## config.mk

```make
export PLATFORM = sky130hd
export DESIGN_NAME = ehss_seq
export DESIGN_NICKNAME = d
export VERILOG_FILES = /design/src/design/ehss_pkg.sv /design/src/design/ehss_seq.sv
export SDC_FILE = /design/constraint.sdc
export NUM_CORES = 1
export LEC_CHECK = 0
export BUFFER_PORTS_ARGS = -buffer_cell sky130_fd_sc_hd__buf_2
export CELL_PAD_IN_SITES_DETAIL_PLACEMENT = 0
export CELL_PAD_IN_SITES_GLOBAL_PLACEMENT = 1
export CORE_ASPECT_RATIO = 1.4
export CORE_UTILIZATION = 35
export CTS_BUF_LIST = sky130_fd_sc_hd__clkbuf_4 sky130_fd_sc_hd__clkbuf_8 sky130_fd_sc_hd__clkbuf_16
export DETAILED_ROUTE_END_ITERATION = 12
export PLACE_DENSITY_LB_ADDON = 0.1
export SYNTH_ARGS = -nofsm -noshare
export SYNTH_HDL_FRONTEND = slang
export SYNTH_SLANG_ARGS = --single-unit
```

## constraint.sdc

```tcl
create_clock -name i_clk -period 4.56 [get_ports i_clk]
set_input_delay 0.912 -clock i_clk [delete_from_list [all_inputs] [get_ports i_clk]]
set_output_delay 0.912 -clock i_clk [all_outputs]
set_load 0.01 [all_outputs]
```

## src/design/ehss_pkg.sv

```systemverilog
package ehss_pkg;

    localparam int KIND_W  = 3;
    localparam int TYPE_W  = 2;
    localparam int HOUR_W  = 5;
    localparam int DAY_W   = 3;
    localparam int BIN_W   = 32;
    localparam int TOTAL_W = 42;

    localparam logic [BIN_W-1:0]   BIN_MAX   = '1;
    localparam logic [TOTAL_W-1:0] TOTAL_MAX = '1;

    localparam logic [KIND_W-1:0] K_RECORD   = 3'd0;
    localparam logic [KIND_W-1:0] K_BIN      = 3'd1;
    localparam logic [KIND_W-1:0] K_TOTAL    = 3'd2;
    localparam logic [KIND_W-1:0] K_HOUR     = 3'd3;
    localparam logic [KIND_W-1:0] K_TYPE     = 3'd4;
    localparam logic [KIND_W-1:0] K_TYPE_DAY = 3'd5;

    typedef enum logic [2:0] {
        S_CLEAR,
        S_IDLE,
        S_WALK,
        S_DRAIN,
        S_EMIT,
        S_REC_RD,
        S_REC_WR
    } t_state;

    typedef struct packed {
        logic clr;
        logic add;
        logic emit;
    } t_acc_ctl;

endpackage

```

## src/design/ehss_seq.sv

```systemverilog
module ehss_seq #(
    parameter int DAYS       = 8,
    parameter int HOURS      = 24,
    parameter int TYPE_COUNT = 3
) (
    input  logic                       i_clk,
    input  logic                       i_rst_n,
    input  logic                       i_start,
    output logic                       o_busy,
    input  logic [ehss_pkg::KIND_W-1:0] i_kind,
    input  logic [ehss_pkg::TYPE_W-1:0] i_op_type,
    input  logic [ehss_pkg::HOUR_W-1:0] i_hour,
    input  logic [ehss_pkg::DAY_W-1:0]  i_day,
    input  logic [ehss_pkg::BIN_W-1:0]  i_rdata,
    output logic                       o_we,
    output logic [(DAYS*HOURS*TYPE_COUNT > 1 ? $clog2(DAYS*HOURS*TYPE_COUNT) : 1)-1:0] o_addr,
    output logic [ehss_pkg::BIN_W-1:0]  o_wdata,
    output ehss_pkg::t_acc_ctl          o_ctl
);
    import ehss_pkg::*;

    localparam int DEPTH = DAYS * HOURS * TYPE_COUNT;
    localparam int AW    = DEPTH > 1 ? $clog2(DEPTH) : 1;
    localparam int DW    = DAYS > 1 ? $clog2(DAYS) : 1;
    localparam int HW    = HOURS > 1 ? $clog2(HOURS) : 1;
    localparam int TW    = TYPE_COUNT > 1 ? $clog2(TYPE_COUNT) : 1;

    localparam logic [DW-1:0] D_LAST = DW'(DAYS - 1);
    localparam logic [HW-1:0] H_LAST = HW'(HOURS - 1);
    localparam logic [TW-1:0] T_LAST = TW'(TYPE_COUNT - 1);

    t_state        r_state, n_state;
    logic [DW-1:0] r_d, n_d;
    logic [HW-1:0] r_h, n_h;
    logic [TW-1:0] r_t, n_t;
    logic          r_fix_d, n_fix_d;
    logic          r_fix_h, n_fix_h;
    logic          r_fix_t, n_fix_t;
    logic          r_rd_pend, n_rd_pend;

    logic d_ok, h_ok, t_ok;
    logic d_end, h_end, t_end, all_end;
    logic accept;

    assign d_ok = 32'(i_day) < DAYS;
    assign h_ok = 32'(i_hour) < HOURS;
    assign t_ok = 32'(i_op_type) < TYPE_COUNT;

    // a fixed dimension starts and ends at its selector
    assign d_end   = r_fix_d || (r_d == D_LAST);
    assign h_end   = r_fix_h || (r_h == H_LAST);
    assign t_end   = r_fix_t || (r_t == T_LAST);
    assign all_end = d_end && h_end && t_end;

    assign accept = i_start && (r_state == S_IDLE);
    assign o_busy = (r_state != S_IDLE);
    assign o_addr = AW'((32'(r_d) * HOURS + 32'(r_h)) * TYPE_COUNT + 32'(r_t));

    always_comb begin
        n_state   = r_state;
        n_d       = r_d;
        n_h       = r_h;
        n_t       = r_t;
        n_fix_d   = r_fix_d;
        n_fix_h   = r_fix_h;
        n_fix_t   = r_fix_t;
        n_rd_pend = 1'b0;
        o_we      = 1'b0;
        o_wdata   = '0;
        o_ctl     = '0;
        o_ctl.add = r_rd_pend;

        unique case (r_state)
            S_IDLE: begin
                if (accept) begin
                    o_ctl.clr = 1'b1;
                    n_fix_d   = 1'b1;
                    n_fix_h   = 1'b1;
                    n_fix_t   = 1'b1;
                    n_state   = S_IDLE;
                    unique case (i_kind)
                        K_RECORD: begin
                            if (d_ok && h_ok && t_ok) begin
                                n_state = S_REC_RD;
                            end
                        end
                        K_BIN: begin
                            n_state = (d_ok && h_ok && t_ok) ? S_WALK : S_EMIT;
                        end
                        K_TOTAL: begin
                            n_fix_d = 1'b0;
                            n_fix_h = 1'b0;
                            n_fix_t = 1'b0;
                            n_state = S_WALK;
                        end
                        K_HOUR: begin
                            n_fix_d = 1'b0;
                            n_fix_t = 1'b0;
                            n_state = h_ok ? S_WALK : S_EMIT;
                        end
                        K_TYPE: begin
                            n_fix_d = 1'b0;
                            n_fix_h = 1'b0;
                            n_state = t_ok ? S_WALK : S_EMIT;
                        end
                        K_TYPE_DAY: begin
                            n_fix_h = 1'b0;
                            n_state = (t_ok && d_ok) ? S_WALK : S_EMIT;
                        end
                        default: begin
                            n_state = S_IDLE;
                        end
                    endcase
                    n_d = n_fix_d ? DW'(i_day) : '0;
                    n_h = n_fix_h ? HW'(i_hour) : '0;
                    n_t = n_fix_t ? TW'(i_op_type) : '0;
                end
            end
            S_CLEAR, S_WALK: begin
                if (r_state == S_CLEAR) begin
                    o_we = 1'b1;
                end else begin
                    n_rd_pend = 1'b1;
                end
                // type steps fastest, then hour, then day
                if (!t_end) begin
                    n_t = r_t + 1'b1;
                end else begin
                    n_t = r_fix_t ? r_t : '0;
                    if (!h_end) begin
                        n_h = r_h + 1'b1;
                    end else begin
                        n_h = r_fix_h ? r_h : '0;
                        if (!d_end) begin
                            n_d = r_d + 1'b1;
                        end else begin
                            n_d = r_fix_d ? r_d : '0;
                        end
                    end
                end
                if (all_end) begin
                    n_state = (r_state == S_CLEAR) ? S_IDLE : S_DRAIN;
                end
            end
            S_DRAIN: begin
                n_state = S_EMIT;
            end
            S_EMIT: begin
                o_ctl.emit = 1'b1;
                n_state    = S_IDLE;
            end
            S_REC_RD: begin
                n_state = S_REC_WR;
            end
            S_REC_WR: begin
                o_we    = 1'b1;
                o_wdata = (i_rdata == BIN_MAX) ? i_rdata : i_rdata + 1'b1;
                n_state = S_IDLE;
            end
            default: begin
                n_state = S_IDLE;
            end
        endcase
    end

    always_ff @(posedge i_clk) begin
        if (!i_rst_n) begin
            r_state   <= S_CLEAR;
            r_d       <= '0;
            r_h       <= '0;
            r_t       <= '0;
            r_fix_d   <= 1'b0;
            r_fix_h   <= 1'b0;
            r_fix_t   <= 1'b0;
            r_rd_pend <= 1'b0;
        end else begin
            r_state   <= n_state;
            r_d       <= n_d;
            r_h       <= n_h;
            r_t       <= n_t;
            r_fix_d   <= n_fix_d;
            r_fix_h   <= n_fix_h;
            r_fix_t   <= n_fix_t;
            r_rd_pend <= n_rd_pend;
        end
    end

    a_query_holds_busy: assert property (@(posedge i_clk) disable iff (!i_rst_n)
        (accept && (i_kind == K_BIN || i_kind == K_TOTAL || i_kind == K_HOUR ||
                    i_kind == K_TYPE || i_kind == K_TYPE_DAY)) |=> o_busy)
        else $error("query accepted but sequencer returned to idle");

    a_write_only_clear_or_record: assert property (@(posedge i_clk) disable iff (!i_rst_n)
        o_we |-> (r_state == S_CLEAR || r_state == S_REC_WR))
        else $error("memory write outside clear pass or record update");

    a_ctl_exclusive: assert property (@(posedge i_clk) disable iff (!i_rst_n)
        !(o_ctl.add && (o_ctl.clr || o_ctl.emit)))
        else $error("accumulator add overlaps clear or emit");

endmodule

```

# After elaboration in Yosys (flattened, before gate mapping)
# Index checks and enable logic that the tools add are counted.
# word_totals
reg_bits	17
input_bits	48
out_inout_bits	47
wordCells	106
# op_classes
addsub	6
mul	2
magnitude_cmp	2
eq_ne	23
muxes	44
reduce_logical	21
# op_table
op	n
32-bit two-way mux	2
3-bit two-way mux	12
32-bit by 1-bit adder with 32-bit output, second input constant	1
32-bit == test, second input constant	1
5-bit two-way mux	5
3-bit == test, second input constant	6
3-bit case mux with 5 select lines	1
1-bit two-way mux	14
3-bit by 2-bit == test with 1-bit output, second input constant	4
3-bit case mux with 4 select lines	1
10-bit by 2-bit adder with 10-bit output	1
9-bit by 2-bit multiplier with 10-bit output, second input constant	1
2-bit two-way mux	5
5-bit case mux with 2 select lines	1
8-bit by 5-bit adder with 9-bit output	1
3-bit inequality test, second input constant	3
2-bit inequality test, second input constant	4
3-bit by 1-bit == test with 1-bit output, second input constant	2
3-bit logical NOT	2
3-bit case mux with 2 select lines	1
2-bit AND reduction	3
2-bit OR reduction	3
3-bit OR reduction	2
5-bit by 1-bit adder with 5-bit output, second input constant	1
other kinds (16)	21

# Logic depth before layout (Yosys ltp)
# logic_depth
depth_word	8
mapped_depth	12
depth_no_buf	12

# Worst setup path after synthesis
# OpenSTA, ideal clock, no wires.
# synth_timing
kind	flip-flop to output port
startpoint	reg r_d[1]
endpoint	out o_addr[9] (netlist name)
t_arrival_ps	2664
required_time_ps	3648
path_slack_ps	984
stages_incl_launch_ff	12
n_path_buf	0
path_cell_list	dfxtp_1 > ha_1 > inv_1 > fa_1 > nand2b_1 > xor2_1 > inv_1 > ha_1 > ha_1 > or3_1 > o21ai_0 > xnor2_1
# synth_via
elab_chain_cells	4
# synth_lines
element	line_no	rtl
start: declaration	ehss_seq.sv:33	logic [DW-1:0] r_d, n_d;
start signal: assignment	ehss_seq.sv:178	r_d <= n_d;
3-bit by 2-bit multiplier with 5-bit output	ehss_seq.sv:57	assign o_addr = AW'((32'(r_d) * HOURS + 32'(r_h)) * TYPE_COUNT + 32'(r_t));
8-bit by 5-bit adder with 9-bit output	ehss_seq.sv:57	
9-bit by 2-bit multiplier with 10-bit output	ehss_seq.sv:57	
10-bit by 2-bit adder with 10-bit output	ehss_seq.sv:57	
end: declaration	ehss_seq.sv:16	output logic [(DAYS*HOURS*TYPE_COUNT > 1 ? $clog2(DAYS*HOURS*TYPE_COUNT) : 1)-1:0] o_addr,
# No other way between the ends.

# Worst setup path in the final report
# Ends and elaborated chain as after synthesis.

==> flow_summary.toml <==
[timing]
setup-violations-final = 0
fin_crit_sh_pct = 89.3
tightest_slew_ps = 613
fin_hold_ws_ps = 517
maxSlewHeadroom_pct = 58.9
finClkSkew_ps = 5.35
tns_ps = 0
drv_slew = 0
rsz0062_at_grt = "no"
hold_viol_final = 0
max_clock_freq_mhz = 246
post-route-min-period_ps = 4070

[logic_synthesis]
synth_top_family_by_area = "simple AND/OR/NAND/NOR gates"
synth_seq_cells = 17
seq_area_frac_synth_pct = 13.0
synth-compound-area-share_pct = 23.5
synthMuxAreaShare_pct = 2.29
synth_xor_area_share_pct = 7.02
async_reset_ff_share_pct = 0
syn_nets = 442
synth_cell_type_count = 60
netlist_instances = 365
netlist_area_mm2 = 0.00262
synth_fa_ha_area_share_pct = 15.0
ys.flop_type = "dfxtp_1"
syn_area_per_cell_um2 = 7.18
synth-simple-area-share_pct = 32.8
synth-edff-count = 0
yosys_warnings = 0

[route]
wl_per_cell_um = 13.2
vias = 2941
vias_per_cell = 5.40
dr.pass1.iters = 6
post-route-drc-count = 0
wl_um = 7190
ant_nets = 0
drt_iter0_drc = 103

[global_route]
grt.total_usage_pct = 19.1
antenna_found_initial = 0
grt_pass1_wl_um = 12000
overflow = 0
grt_start_max_net_pins = 33
grt_pass1_vias = 2731

[final_layout]
mostFrequentLayoutCells = "buf_2, nor2_1, a21oi_1"
syn_to_final_growth_pct = 21.5
multi_input_area_mm2 = 0.00211
final_common_cell = "buf_2"
nets = 526
layout-drive-gt1-share_pct = 25.4
n_antenna_cell = 0
seqCellArea_um2 = 340
fillers = 809
stdcell_count = 545

[clock_network]
cts_made_buffers = 3
cts_sinks = 17
postCtsHoldBufs = 0
cts_tree = "done"
postCtsSetupBuffers = 0
root_buffer = "clkbuf_8"
h-tree-depth = 1
clkTransAtPathRegs_ps = 70
clock_latency_ps = 250
clockBufferDepth = 2
cts-resized-gates = 0

[critical_path]
cp.required_ps = 3650
startpoint_type = "register"
cp_max_fo = 5
worstSetupPathType = "register to output pin"
arrival_ps = 3160
cp-end-kind = "output pin"

[run_status]
status = "finished, final reports clean"

[die]
fp.dieW_um = 75.1
pin_count = 95
initial_core_util_pct = 35.8
die_h_um = 104
fp.coreArea_mm2 = 0.00731
num_rows = 37
die_area_mm2 = 0.00784

[place]
io_buffers = 94
dp_cells = 541
post-dp-hpwl_um = 5840
gp_congestion = 0.863

[run]
maxCapViolations = 0

[pwr]
powerDensity_mw_per_mm2 = 127
leakage_nw = 1.50
ir_worst_vdd_uv = 88.8
power.total_mw = 0.406

[worst_hold_path]
hold_class = "register to register"
worst max-delay path, stage by stage, from the launching register on:
cell	delay, ps
dfxtp_1	360
ha_1	330
inv_1	70
fa_1	420
nand2b_1	170
xor2_1	170
inv_1	70
ha_1	290
ha_1	240
or3_1	300
o21ai_0	210
xnor2_1	140
buf_2	140
routing by layer:
| metal | vias up | share of wire [%] | track usage [%] |
|---|---|---|---|
| li1 | 1517 | - | - |
| met4 | 0 | 0.65 | 3.97 |
| met2 | 76 | 55 | 37.3 |
| met3 | 2 | 4.4 | 2.52 |
| met5 | - | 0 | 0 |
| met1 | 1346 | 40 | 21.0 |
through the flow:
step           area (um2)  worst slack (ps)  utilization, %
2_1_floorplan        2620               984               -
3_3_place_gp         3140               785            42.9
3_5_place_dp         3140               736            42.9
4_1_cts              3190               438            43.6
5_1_grt              3190               236            43.6
6_report             3190               487            43.6
final cells by class:
| cell class | count | area share [%] |
|---|---|---|
| inverters | 20 | 2.36 |
| well taps | 97 | 3.81 |
| clock buffers | 4 | 1.53 |
| repair buffers | 96 | 15.2 |
| flip-flops and latches | 17 | 10.7 |
| multi-input cells | 311 | 66.4 |
state kept, by name (all words and copies together), names as in the netlist:
name and cells:
r_d 3, r_fix_d 1, r_fix_h 1, r_fix_t 1
r_h 5, r_rd_pend 1, r_state 3, r_t 2
where the power goes:
group	leakage [nW]	switching [mW]	internal, mW
sequential	0.138	0.00778	0.154
combinational	1.33	0.0693	0.0526
clock	0.0262	0.0540	0.0680
total	1.50	0.131	0.274
Yosys cell counts, drive strengths merged (5+ instances only):
library cell  count  area, um2
nor2b             5       31.3
a21o              5       37.5
inv              20       75.1
or4               6       46.3
buf               5       46.3
ha               25        313
dfxtp            17        340
or3              17        108
o21ai            25        125
xnor2            14        123
a211oi            6       45.0
nand4            12       96.3
xor2              7       61.3
a21oi            34        170
mux2i             6       60.1
o31ai             6       45.0
nor2             41        154
and4              6       56.3
nand2            25       93.8
clkbuf           12       45.0
nand3            11       55.1
nor3             11       55.1
path summary, 6_finish.rpt:
kind | depth (start not counted) | endpoint | slack [ps] | startpoint
max | 12 | o_addr[9] | 490 | r_d[1]
min | 2 | r_fix_t | 520 | r_fix_t
max reg2reg | 5 | r_h[3] | 2590 | r_state[0]
min reg2reg | 2 | r_fix_t | 520 | r_fix_t
kinds of logic after synthesis:
kind of cell	count (synthesis)
adder cells (fa/ha/maj)	29
buffers and inverters	37
multiplexers	6
AND/OR/NAND/NOR	158
flip-flops	17
AO/OA/AOI/OAI	97
XOR/XNOR	21
No activity file was read; power rests on OpenSTA's default activity.
