--- src/design/ehss_pkg.sv ---
package ehss_pkg;

    localparam int KIND_W  = 3;
    localparam int TYPE_W  = 2;
    localparam int HOUR_W  = 5;
    localparam int DAY_W   = 3;
    localparam int BIN_W   = 32;
    localparam int TOTAL_W = 42;

    localparam logic [BIN_W-1:0]   BIN_MAX   = '1;
    localparam logic [TOTAL_W-1:0] TOTAL_MAX = '1;

    localparam logic [KIND_W-1:0] K_RECORD   = 3'd0;
    localparam logic [KIND_W-1:0] K_BIN      = 3'd1;
    localparam logic [KIND_W-1:0] K_TOTAL    = 3'd2;
    localparam logic [KIND_W-1:0] K_HOUR     = 3'd3;
    localparam logic [KIND_W-1:0] K_TYPE     = 3'd4;
    localparam logic [KIND_W-1:0] K_TYPE_DAY = 3'd5;

    typedef enum logic [2:0] {
        S_CLEAR,
        S_IDLE,
        S_WALK,
        S_DRAIN,
        S_EMIT,
        S_REC_RD,
        S_REC_WR
    } t_state;

    typedef struct packed {
        logic clr;
        logic add;
        logic emit;
    } t_acc_ctl;

endpackage

--- src/design/ehss_acc.sv ---
module ehss_acc (
    input  logic                         i_clk,
    input  logic                         i_rst_n,
    input  ehss_pkg::t_acc_ctl            i_ctl,
    input  logic [ehss_pkg::BIN_W-1:0]    i_rdata,
    output logic                         o_valid,
    output logic [ehss_pkg::TOTAL_W-1:0]  o_total
);
    import ehss_pkg::*;

    logic [TOTAL_W-1:0] r_acc, n_acc;
    logic [TOTAL_W-1:0] r_total;
    logic               r_valid;
    logic [TOTAL_W:0]   sum;

    assign sum = {1'b0, r_acc} + (TOTAL_W + 1)'(i_rdata);

    always_comb begin
        n_acc = r_acc;
        if (i_ctl.clr) begin
            n_acc = '0;
        end else if (i_ctl.add) begin
            // saturate at the top of the result range
            n_acc = sum[TOTAL_W] ? TOTAL_MAX : sum[TOTAL_W-1:0];
        end
    end

    always_ff @(posedge i_clk) begin
        if (!i_rst_n) begin
            r_acc   <= '0;
            r_valid <= 1'b0;
        end else begin
            r_acc   <= n_acc;
            r_valid <= i_ctl.emit;
        end
    end

    always_ff @(posedge i_clk) begin
        if (i_ctl.emit) begin
            r_total <= r_acc;
        end
    end

    assign o_valid = r_valid;
    assign o_total = r_total;

    a_strobe_follows_emit: assert property (@(posedge i_clk) disable iff (!i_rst_n)
        o_valid |-> $past(i_ctl.emit))
        else $error("result strobe without emit");

    a_acc_monotonic: assert property (@(posedge i_clk) disable iff (!i_rst_n)
        (i_ctl.add && !i_ctl.clr) |=> (r_acc >= $past(r_acc)))
        else $error("accumulator decreased on add");

endmodule

--- config.mk ---
export PLATFORM = sky130hd
export DESIGN_NAME = ehss_acc
export DESIGN_NICKNAME = d
export VERILOG_FILES = /design/src/design/ehss_pkg.sv /design/src/design/ehss_acc.sv
export SDC_FILE = /design/constraint.sdc
export NUM_CORES = 1
export LEC_CHECK = 0
export BUFFER_PORTS_ARGS = -buffer_cell sky130_fd_sc_hd__clkbuf_2
export CAP_MARGIN = 25
export CORE_UTILIZATION = 51
export DETAILED_ROUTE_END_ITERATION = 8
export PLACE_DENSITY = 0.8
export REMOVE_ABC_BUFFERS = 1
export SYNTH_ARGS = -nofsm -noshare
export SYNTH_HDL_FRONTEND = slang
export SYNTH_SLANG_ARGS = --single-unit
--- constraint.sdc ---
create_clock -name i_clk -period 4.14 [get_ports i_clk]
set_input_delay 0.828 -clock i_clk [delete_from_list [all_inputs] [get_ports i_clk]]
set_output_delay 0.828 -clock i_clk [all_outputs]
set_load 0.01 [all_outputs]
### Yosys cells after proc, flatten, opt, wreduce, memory -nomap -nowiden

Cells that the tools add are included.

* latch bits: 0
* flip-flop bits (word level): 85
* memory bits (writable): 0
* memories: 0
* logic and storage cells: 7
* bits of input ports: 37
* memory bits (read-only): 0

* reduce and logical (&&, ||, !) cells: 1
* add/subtract/negate cells: 1
* multiplexer cells: 1
* divide/modulo/power cells: 0
* magnitude comparators: 0
* shift-type cells: 0
* multipliers: 0
* bitwise logic cells: 1
* eq/ne operators: 0

Operator list (number)
* 42-bit by 32-bit adder with 43-bit output: 1
* 42-bit two-way mux: 1
* 2-bit OR reduction: 1
* 1-bit NOT: 1

### Depth between registers and ports, before layout

Gate-level depths: netlist of run 1.

* word-level depth: 2
* mapped depth: 11
* gate-level depth less buffers: 11

### Worst setup path after synthesis of run 1

OpenSTA, ideal clock, no wires.

* kind: input port to flip-flop
* start: input port i_rdata[0] (netlist name)
* end: register r_acc[32]
* slack: 0.982 ns
* buffers on the path: 0
* cell stages on the path: 11
* arrival: 3.073 ns
* cell sequence: ha_1 fa_1 a211oi_2 o21ai_2 o2111ai_2 a21oi_1 o2111ai_1 a21boi_2 or2_1 and3_1 a211oi_1

* word-level cells in the longest chain between the ends: 2

RTL lines
* start: declaration: RTL line ehss_acc.sv:5 `input logic [ehss_pkg::BIN_W-1:0] i_rdata,`
* 42-bit by 32-bit adder with 43-bit output: RTL line ehss_acc.sv:16 `assign sum = {1'b0, r_acc} + (TOTAL_W + 1)'(i_rdata);`
* 42-bit two-way mux: RTL line ehss_acc.sv:24 `n_acc = sum[TOTAL_W] ? TOTAL_MAX : sum[TOTAL_W-1:0];`
* end signal: assignment: RTL line ehss_acc.sv:33 `r_acc <= n_acc;`
* end: declaration: RTL line ehss_acc.sv:11 `logic [TOTAL_W-1:0] r_acc, n_acc;`

Every way passes these cells.
A chain may end at the register's enable or synchronous reset.

### Worst setup path after layout of run 1

Ends and elaborated chain as after synthesis.

==> reports/metrics.cfg, run 1 <==
[synth]
ys_seq_area_share_pct=45.0
synth_cell_type_count=63
netlist_top_cells_area=edfxtp_1 (27%), dfxtp_1 (18%), ha_1 (8.5%)
async_reset_ff_share_pct=0
synth_area_per_cell_sq_um=10.2
synth_compound_area_share_pct=26.1
synthSimpleGateAreaFrac_pct=10.4
yosysTopAreaCellShare_pct=26.8
synth_enable_flop_cells=42
synth_top_area_cell=edfxtp_1
synth_common_cells=o21ai_0 (44), dfxtp_1 (43), edfxtp_1 (42)
synthCells=460
synth_top_family_by_area=compound AO/OA/AOI/OAI gates
ys_warn_count=0
yosysMostFrequentCell=o21ai_0
synth_fa_ha_area_share_pct=8.92
synth_xor_xnor_area_share_pct=5.76
muxShareOfSynthArea_pct=0
ys.flop_type=dfxtp_1
syn-cell-area_sq_um=4710
ys_seq_elements=85

[global_route]
grt_max_degree=74
top_usage_layer=met2
grt_pass1_vias=3714
use_met3_pct=3.94
grt-ovfl-total=0
use_met1_pct=27.5
grt_pass1_wl_um=17200
track_usage_pct=22.0
antenna_found_initial=0
gr-usage-met2_pct=38.0

[clocking]
path_clk_slew_ps=100
ctsLongestPathBuffers=2
cts_setup_buffers=0
ctsResizeCount=0
cts_buffers=9
cts_hold_buf=0
clkSinkCount=85
cts_htree_levels=3
tritoncts=built
worstSkewPairLatency_ps=360
root_buffer=clkbuf_8

[pwr]
vdd_drop_max_mv=0.174
power_mw=1.86
power_leakage_nw=2.22
p_per_area_nw_per_um2=347

[finish]
fin_area_sq_um=5370
fin_nets=600
drive_above_1_share_pct=22.8
diodes=0
syn2layout_area_growth_pct=13.9
final_util_pct=60.7
nFillCells=738

[timing]
hold_viol_final=0
drv_slew=0
fmax_mhz=312
setup_ws_ps=934
setup_viol=0
worstMarginPinSlew_ps=591
min_period_over_period_pct=77.4
finalClockSkew_ps=12.7
maxSlewHeadroom_pct=60.6
min_period_ps=3210
rsz0062_at_grt=false
tns_ps=0

[floorplan]
die_h_um=98.1
core_area_sq_um=8850
dieArea_sq_um=9630
pin_count=80
initial_utilization_pct=53.3
die_x_um=98.1
rows=34

[detailed_routing]
route.detailed.drc=4
wl_um=10300
postRouteAntennaNets=0
wl_per_cell_um=16.1
drtIter0Drc=144
vias_per_cell=5.98
vias=3845
dr.pass1.iters=9

[worst_setup_path]
cpLargestDelayFamily=compound AO/OA/AOI/OAI gates
cpPeakStageDelay_ps=440
critPathKind=in2reg
cp_slowest_cell=fa_1
cp_cell_sequence=clkbuf_2 -> ha_1 -> fa_1 -> a211oi_2 -> o21ai_2 -> o2111ai_2 -> a21oi_1 -> o2111ai_1 -> a21boi_2 -> o21ai_2 -> buf_4 -> and3_1 -> a211oi_1
endpoint_kind=flop
critPathMaxFanout=23
cp.arrival_ps=3440
setup.worst_path.start_class=input port
cp.required_ps=4370
critPathBufInv=2
cp_common_cell=o21ai_2

[status]
run_status=complete, but fails checks
violations=DRC

[placed_design]
io_buffers=79
place_ws_ps=568
placed_cell_area_sq_um=5150
gp_congestion=0.897
hpwl_um=7260

[flow_run]
maxCapViolCount=0

[worst_hold_path]
hp-class=reg2reg

## cell usage in the layout (no fill, tap or decap), types with 3 or more instances in the layout
cell type / count
clkbuf_2: 79
o21ai_0: 44
dfxtp_1: 43
edfxtp_1: 42
a21oi_1: 38
a31oi_1: 36
ha_1: 32
nand2_1: 28
xnor2_1: 19
a21o_1: 12
xor2_1: 12
nor2_1: 10
nand3_1: 10
inv_1: 9
clkbuf_8: 9
nand4_1: 8
nor3_1: 7
and3_1: 5
o21bai_1: 5
o21a_1: 5
nor2b_1: 5
nand2b_1: 4
and2_1: 4
a211oi_1: 4
a21boi_0: 4
o211ai_1: 3
a31o_2: 3
buf_4: 3
## logic make-up after synthesis
group                      Yosys count
adders and majority gates           33
DFF                                 85
xor gates and xnor gates            31
and+or+nand+nor                     93
buffers and inverters               34
AOI/OAI and AO/OA                  184
## flip-flops by register name (all words and copies together), names as in the netlist
name	cells
o_valid	1
o_total	42
r_acc	42
## metal layers
layer / up-vias / part of all wire, %
li1: 1903 / -
met1: 1814 / 45
met2: 109 / 48
met3: 19 / 4.5
met4: 0 / 2.1
met5: - / 0
## area by class of cell
type | instances | area [sq um] | share of cell area [%]
repair buffers | 84 | 465 | 8.67
inverters | 9 | 33.8 | 0.629
flip-flops and latches | 85 | 2120 | 39.5
multi-input cells | 341 | 2410 | 45.0
clock inverters | 6 | 71.3 | 1.33
well taps | 108 | 135 | 2.52
clock buffers | 10 | 128 | 2.38
## final timing paths
kind         cells past startpoint  slack [ps]        from          to
max reg2reg                     12        1170    r_acc[0]   r_acc[32]
min                              0         460    r_acc[4]  o_total[4]
min reg2reg                      0         460    r_acc[4]  o_total[4]
max                             13         930  i_rdata[0]   r_acc[32]
## metrics by stage
step / hold WS (ps) / std cells
after CTS: 464 / 642
final: 463 / 643
after floorplan: 424 / 435
after detailed placement: 444 / 626
after global routing: 474 / 643
after global placement: 438 / 625
## report_power, final
group          switching [mW]  leakage (nW)  internal (mW)
clock network           0.313        0.0935          0.284
logic                   0.194          1.34          0.134
registers              0.0184         0.787          0.921
Power figures use the tool's default switching activity.
==> run 2, diff against run 1 <==
clock period = 3.3 ns   (was 4.14 ns; I/O delays follow)
==> run 2 against run 1 <==
  * Clock skew down 4.5 ps
  * Clock power up 20%
  * Highest routed layer unchanged
  * Combinational power up 26%
  * Total power up 24%
  * Hold slack worse by 4.2 ps
  * Sequential cell count unchanged
  * Final cell count up 0.62%
  * Sequential power up 26%
  * The run still ends with DRC left
  * Wire length up 2.5%
  * Via count up 0.88%
  * Sequential share of layout area up 0.083 points
==> reports/metrics.cfg, run 2 (synthesized netlist as in run 1, its figures left out) <==
[clocking]
ctsResizeCount=0
cts_htree_levels=3
root_buffer=clkbuf_8
clkSinkCount=85
tritoncts=built
worstSkewPairLatency_ps=350
cts_buffers=9
cts_hold_buf=0
ctsLongestPathBuffers=2
path_clk_slew_ps=90
cts_setup_buffers=0

[worst_setup_path]
rr_startpoint=r_acc[0]
cpLargestDelayFamily=compound AO/OA/AOI/OAI gates
critPathBufInv=1
critPathMaxFanout=5
critPathLaunch=i_rdata[0]
crit_end=r_acc[32]
cp.required_ps=3560
cp_slowest_cell=fa_1
cpPeakStageDelay_ps=410
worst-path-stages=12
rrSetupSlack_ps=320
cp_cell_sequence=clkbuf_2 -> ha_1 -> fa_1 -> a211oi_2 -> o21ai_2 -> o2111ai_2 -> a21oi_1 -> o2111ai_1 -> a21boi_2 -> or2_1 -> and3_1 -> a211oi_1
critPathKind=in2reg
reg2reg_to=r_acc[32]
r2r_cells=11
endpoint_kind=flop
setup.worst_path.start_class=input port
cp.arrival_ps=3310

[finish]
drive_above_1_share_pct=23.6
fin_nets=604
final_cell_mix=clkbuf_2 (79), o21ai_0 (44), dfxtp_1 (43), edfxtp_1 (42), a21oi_1 (38)
syn2layout_area_growth_pct=13.6
final_util_pct=60.5
diodes=0
stdcell_count=647
fin_area_sq_um=5360
final_common_cell=clkbuf_2

[timing]
min_period_over_period_pct=92.5
rsz0062_at_grt=false
hold_viol_final=0
worstMarginPinSlew_ps=978
setup_viol=0
tns_ps=0
drv_slew=0
finalClockSkew_ps=8.16
setup_ws_ps=249
fmax_mhz=328
maxSlewHeadroom_pct=34.8
whs_ps=459
min_period_ps=3050

[placed_design]
hpwl_um=7610
place_ws_ps=-86.7
placed_cell_area_sq_um=5170
gp_congestion=0.899
io_buffers=79
dp_cells=631

[global_route]
grt_pass1_wl_um=17800
grt_max_degree=74
antenna_found_initial=0
grt_pass1_vias=3777
grt-ovfl-total=0
track_usage_pct=22.9

[pwr]
vdd_drop_max_mv=0.254
power_leakage_nw=2.23
p_per_area_nw_per_um2=431
power_mw=2.31

[status]
violations=DRC
run_status=complete, but fails checks

[detailed_routing]
wl_met3_um=385
route.detailed.drc=1
vias_per_cell=6.00
wl_per_cell_um=16.4
wl_met1_um=4730
postRouteAntennaNets=0
vias=3879
dr.pass1.iters=9
top_layer=met4
drtIter0Drc=220
wl_um=10600
wl_met2_um=5200

[floorplan]
pin_count=80
initial_utilization_pct=53.3
rows=34
die_h_um=98.1
die_x_um=98.1
dieArea_sq_um=9630
core_area_sq_um=8850

[worst_hold_path]
hp-class=reg2reg

[flow_run]
maxCapViolCount=0

run 2: cell types whose count changed in the layout (fill, tap and decap cells not counted), sizes merged:
cell	delta
buf	+4
bufinv	-1
clkinv	-1
inv	+2
run 2: final cells by class:
type	count	area [sq um]
well taps	108	135
multi-input cells	341	2410
clock inverters	6	52.6
inverters	9	33.8
fillers	754	3490
flip-flops and latches	85	2120
clock buffers	10	138
repair buffers	88	463
run 2: layer usage:
layer	GRT usage, %	up-vias
li1	-	1908
met1	28.6	1814
met2	40.1	132
met3	2.65	25
met4	9.41	0
met5	0	-
run 2: worst min path at each step:
stage	slack (ps)	endpoint	from	depth (start not counted)
6_report	460	o_total[5]	r_acc[5]	0
4_1_cts	460	o_total[5]	r_acc[5]	0
3_5_place_dp	440	o_total[28]	r_acc[28]	0
2_1_floorplan	420	o_total[34]	r_acc[34]	0
3_3_place_gp	440	o_total[4]	r_acc[4]	0
5_1_grt	490	o_total[29]	r_acc[29]	0
run 2: power breakdown:
group / total, mW / internal, mW / switching (mW)
Sequential: 1.18 / 1.16 / 0.0240
Combinational: 0.412 / 0.166 / 0.246
Clock: 0.715 / 0.308 / 0.408
run 2: worst reg2reg max path: stages, from the launching register on:
cell and delay (ps):
dfxtp_1 330, ha_1 210, fa_1 410, a211oi_2 270
o21ai_2 130, o2111ai_2 240, a21oi_1 130, o2111ai_1 250
a21boi_2 140, or2_1 300, and3_1 220, a211oi_1 260
==> run 3, diff against run 2 <==
ABC_AREA = 1   (was default)
PLACE_DENSITY = 0.79   (was 0.8)
==> run 3 against run 2 <==
  * The run now ends clean
  * Critical path depth unchanged
  * Combinational power increased by 10%
  * Non-clock buffer count decreased by 3
  * Clock skew increased by 3.5 ps
  * Final cell count increased by 58%
==> reports/metrics.cfg, run 3 <==
[status]
run_status=completed

[pwr]
switching_share_pct=30.3
clockPowerShare_pct=32.0
p_switching_mw=0.728
p_per_area_nw_per_um2=382
sequentialPowerShare_pct=49.1
p_int_mw=1.67
vdd_drop_max_mv=0.199
pwr-share-comb_pct=18.9
power_leakage_nw=3.29

[timing]
drv_slew=0
finalClockSkew_ps=11.7
rsz0062_at_grt=false
min_period_ps=2360
setup_viol=0
tns_ps=0
fmax_mhz=424
min_period_over_period_pct=71.5
hold_viol_final=0
maxSlewHeadroom_pct=58.5
worstMarginPinSlew_ps=622

[worst_hold_path]
min_path_cells=0
worstHoldStart=r_acc[25]
hp-class=reg2reg
min_to=o_total[25]

[worst_setup_path]
cp_cell_sequence=clkbuf_2 -> ha_1 -> fa_1 -> nand3_1 -> nand3_1 -> nand2_1 -> nand2_1 -> nand2_1 -> nand2_1 -> a21oi_1 -> xor2_1 -> a21oi_2
cp.arrival_ps=2610
rr_startpoint=r_acc[0]
rrSetupSlack_ps=990
critPathBufInv=1
r2r_cells=11
critPathKind=in2reg
endpoint_kind=flop
reg2reg_to=r_acc[24]
critPathMaxFanout=4
cp.required_ps=3550
cpPeakStageDelay_ps=410
cpLargestDelayFamily=simple AND/OR/NAND/NOR gates
cp_common_cell=nand2_1
setup.worst_path.start_class=input port
cp_slowest_cell=fa_1

[detailed_routing]
wl_um=13400
wl_per_cell_um=13.0
postRouteAntennaNets=0
vias_per_cell=5.15
drtIter0Drc=361
vias=5275
route.detailed.drc=0
dr.pass1.iters=6

[clocking]
ctsLongestPathBuffers=2
root_buffer=clkbuf_8
cts_buffers=9
cts_setup_buffers=0
clkSinkCount=85
path_clk_slew_ps=80
tritoncts=built
cts_hold_buf=0
cts_htree_levels=3
ctsResizeCount=0
worstSkewPairLatency_ps=370

[synth]
synth_area_per_cell_sq_um=6.90
synth_common_cells=nand2_1 (248), inv_1 (145), nor2_1 (87)
synth_top_area_cell=edfxtp_1
synth_cell_type_count=31
ys_warn_count=0
ys_seq_elements=85
synth_enable_flop_cells=42
async_reset_ff_share_pct=0
synthCells=799
syn-cell-area_sq_um=5510
yosysTopAreaCellShare_pct=22.9
ys_seq_area_share_pct=38.5
netlist_top_cells_area=edfxtp_1 (23%), nand2_1 (17%), dfxtp_1 (16%)
ys.flop_type=dfxtp_1
yosysMostFrequentCell=nand2_1

[finish]
drive_above_1_share_pct=12.8
fin_nets=954
nFillCells=1024
fin_area_sq_um=6290
diodes=0
final_util_pct=60.3
syn2layout_area_growth_pct=14.0
final_common_cell=nand2_1
final_cell_mix=nand2_1 (248), inv_1 (145), nor2_1 (87), clkbuf_2 (79), a21oi_1 (45)
multi_input_area_sq_um=2790
ff_latch_area_sq_um=2120

[floorplan]
rows=37
die_x_um=106
core_area_sq_um=10400
pin_count=80
initial_utilization_pct=52.9
dieArea_sq_um=11200
die_h_um=106

[global_route]
grt-ovfl-total=0
grt_max_degree=44
grt_pass1_wl_um=22000
track_usage_pct=24.8
antenna_found_initial=0
grt_pass1_vias=4746

[placed_design]
gp_congestion=0.952
io_buffers=79
hpwl_um=10100
placed_cell_area_sq_um=6060

[flow_run]
maxCapViolCount=0

run 3: power groups by stage:
stage	sequential [mW]	clock (mW)	combinational, mW
final	1.18	0.767	0.453
after global routing	1.18	0.813	0.504
after CTS	1.18	0.782	0.445
after detailed placement	1.20	0	0.441
after global placement	1.20	0	0.437
after floorplan	1.21	0	0.277
run 3: stage by stage:
step	power (mW)	hold slack [ps]	instances	setup slack [ps]
floorplan	1.49	429	788	767
global placement	1.64	437	1008	647
detailed placement	1.65	444	1008	613
CTS	2.41	462	1024	986
global route	2.50	474	1025	786
finish	2.40	461	1025	942
run 3: cells by family after synthesis:
| logic type | synth area share, % |
|---|---|
| AND/OR/NAND/NOR | 30.0 |
| flip-flops | 38.5 |
| XOR/XNOR | 3.34 |
| buffers and inverters | 11.0 |
| AO/OA/AOI/OAI | 9.62 |
| adder cells (fa/ha/maj) | 7.62 |
run 3: how the worst max path moves through the flow:
stage | slack [ps] | cells after the start | start | endpoint
6_report | 940 | 12 | i_rdata[0] | r_acc[24]
5_1_grt | 790 | 15 | i_rdata[0] | r_acc[38]
4_1_cts | 990 | 15 | i_rdata[0] | r_acc[38]
3_5_place_dp | 610 | 15 | i_rdata[0] | r_acc[38]
3_3_place_gp | 650 | 12 | i_rdata[0] | r_acc[24]
2_1_floorplan | 770 | 12 | i_rdata[0] | r_acc[5]
run 3: cell type report:
class	count	share of cell area (%)
tap	136	2.71
clock buffer	10	2.03
multi-input combinational	557	44.3
sequential	85	33.8
clock inverter	6	1.13
timing repair buffer	85	7.32
inverter	146	8.72
run 3: layer usage:
metal / track usage, % / wire length (um) / up-vias
met3: 4.11 / 1000 / 25
met4: 10.0 / 318 / 0
li1: - / - / 2698
met5: 0 / 0 / -
met1: 33.9 / 6290 / 2347
met2: 39.3 / 5740 / 205
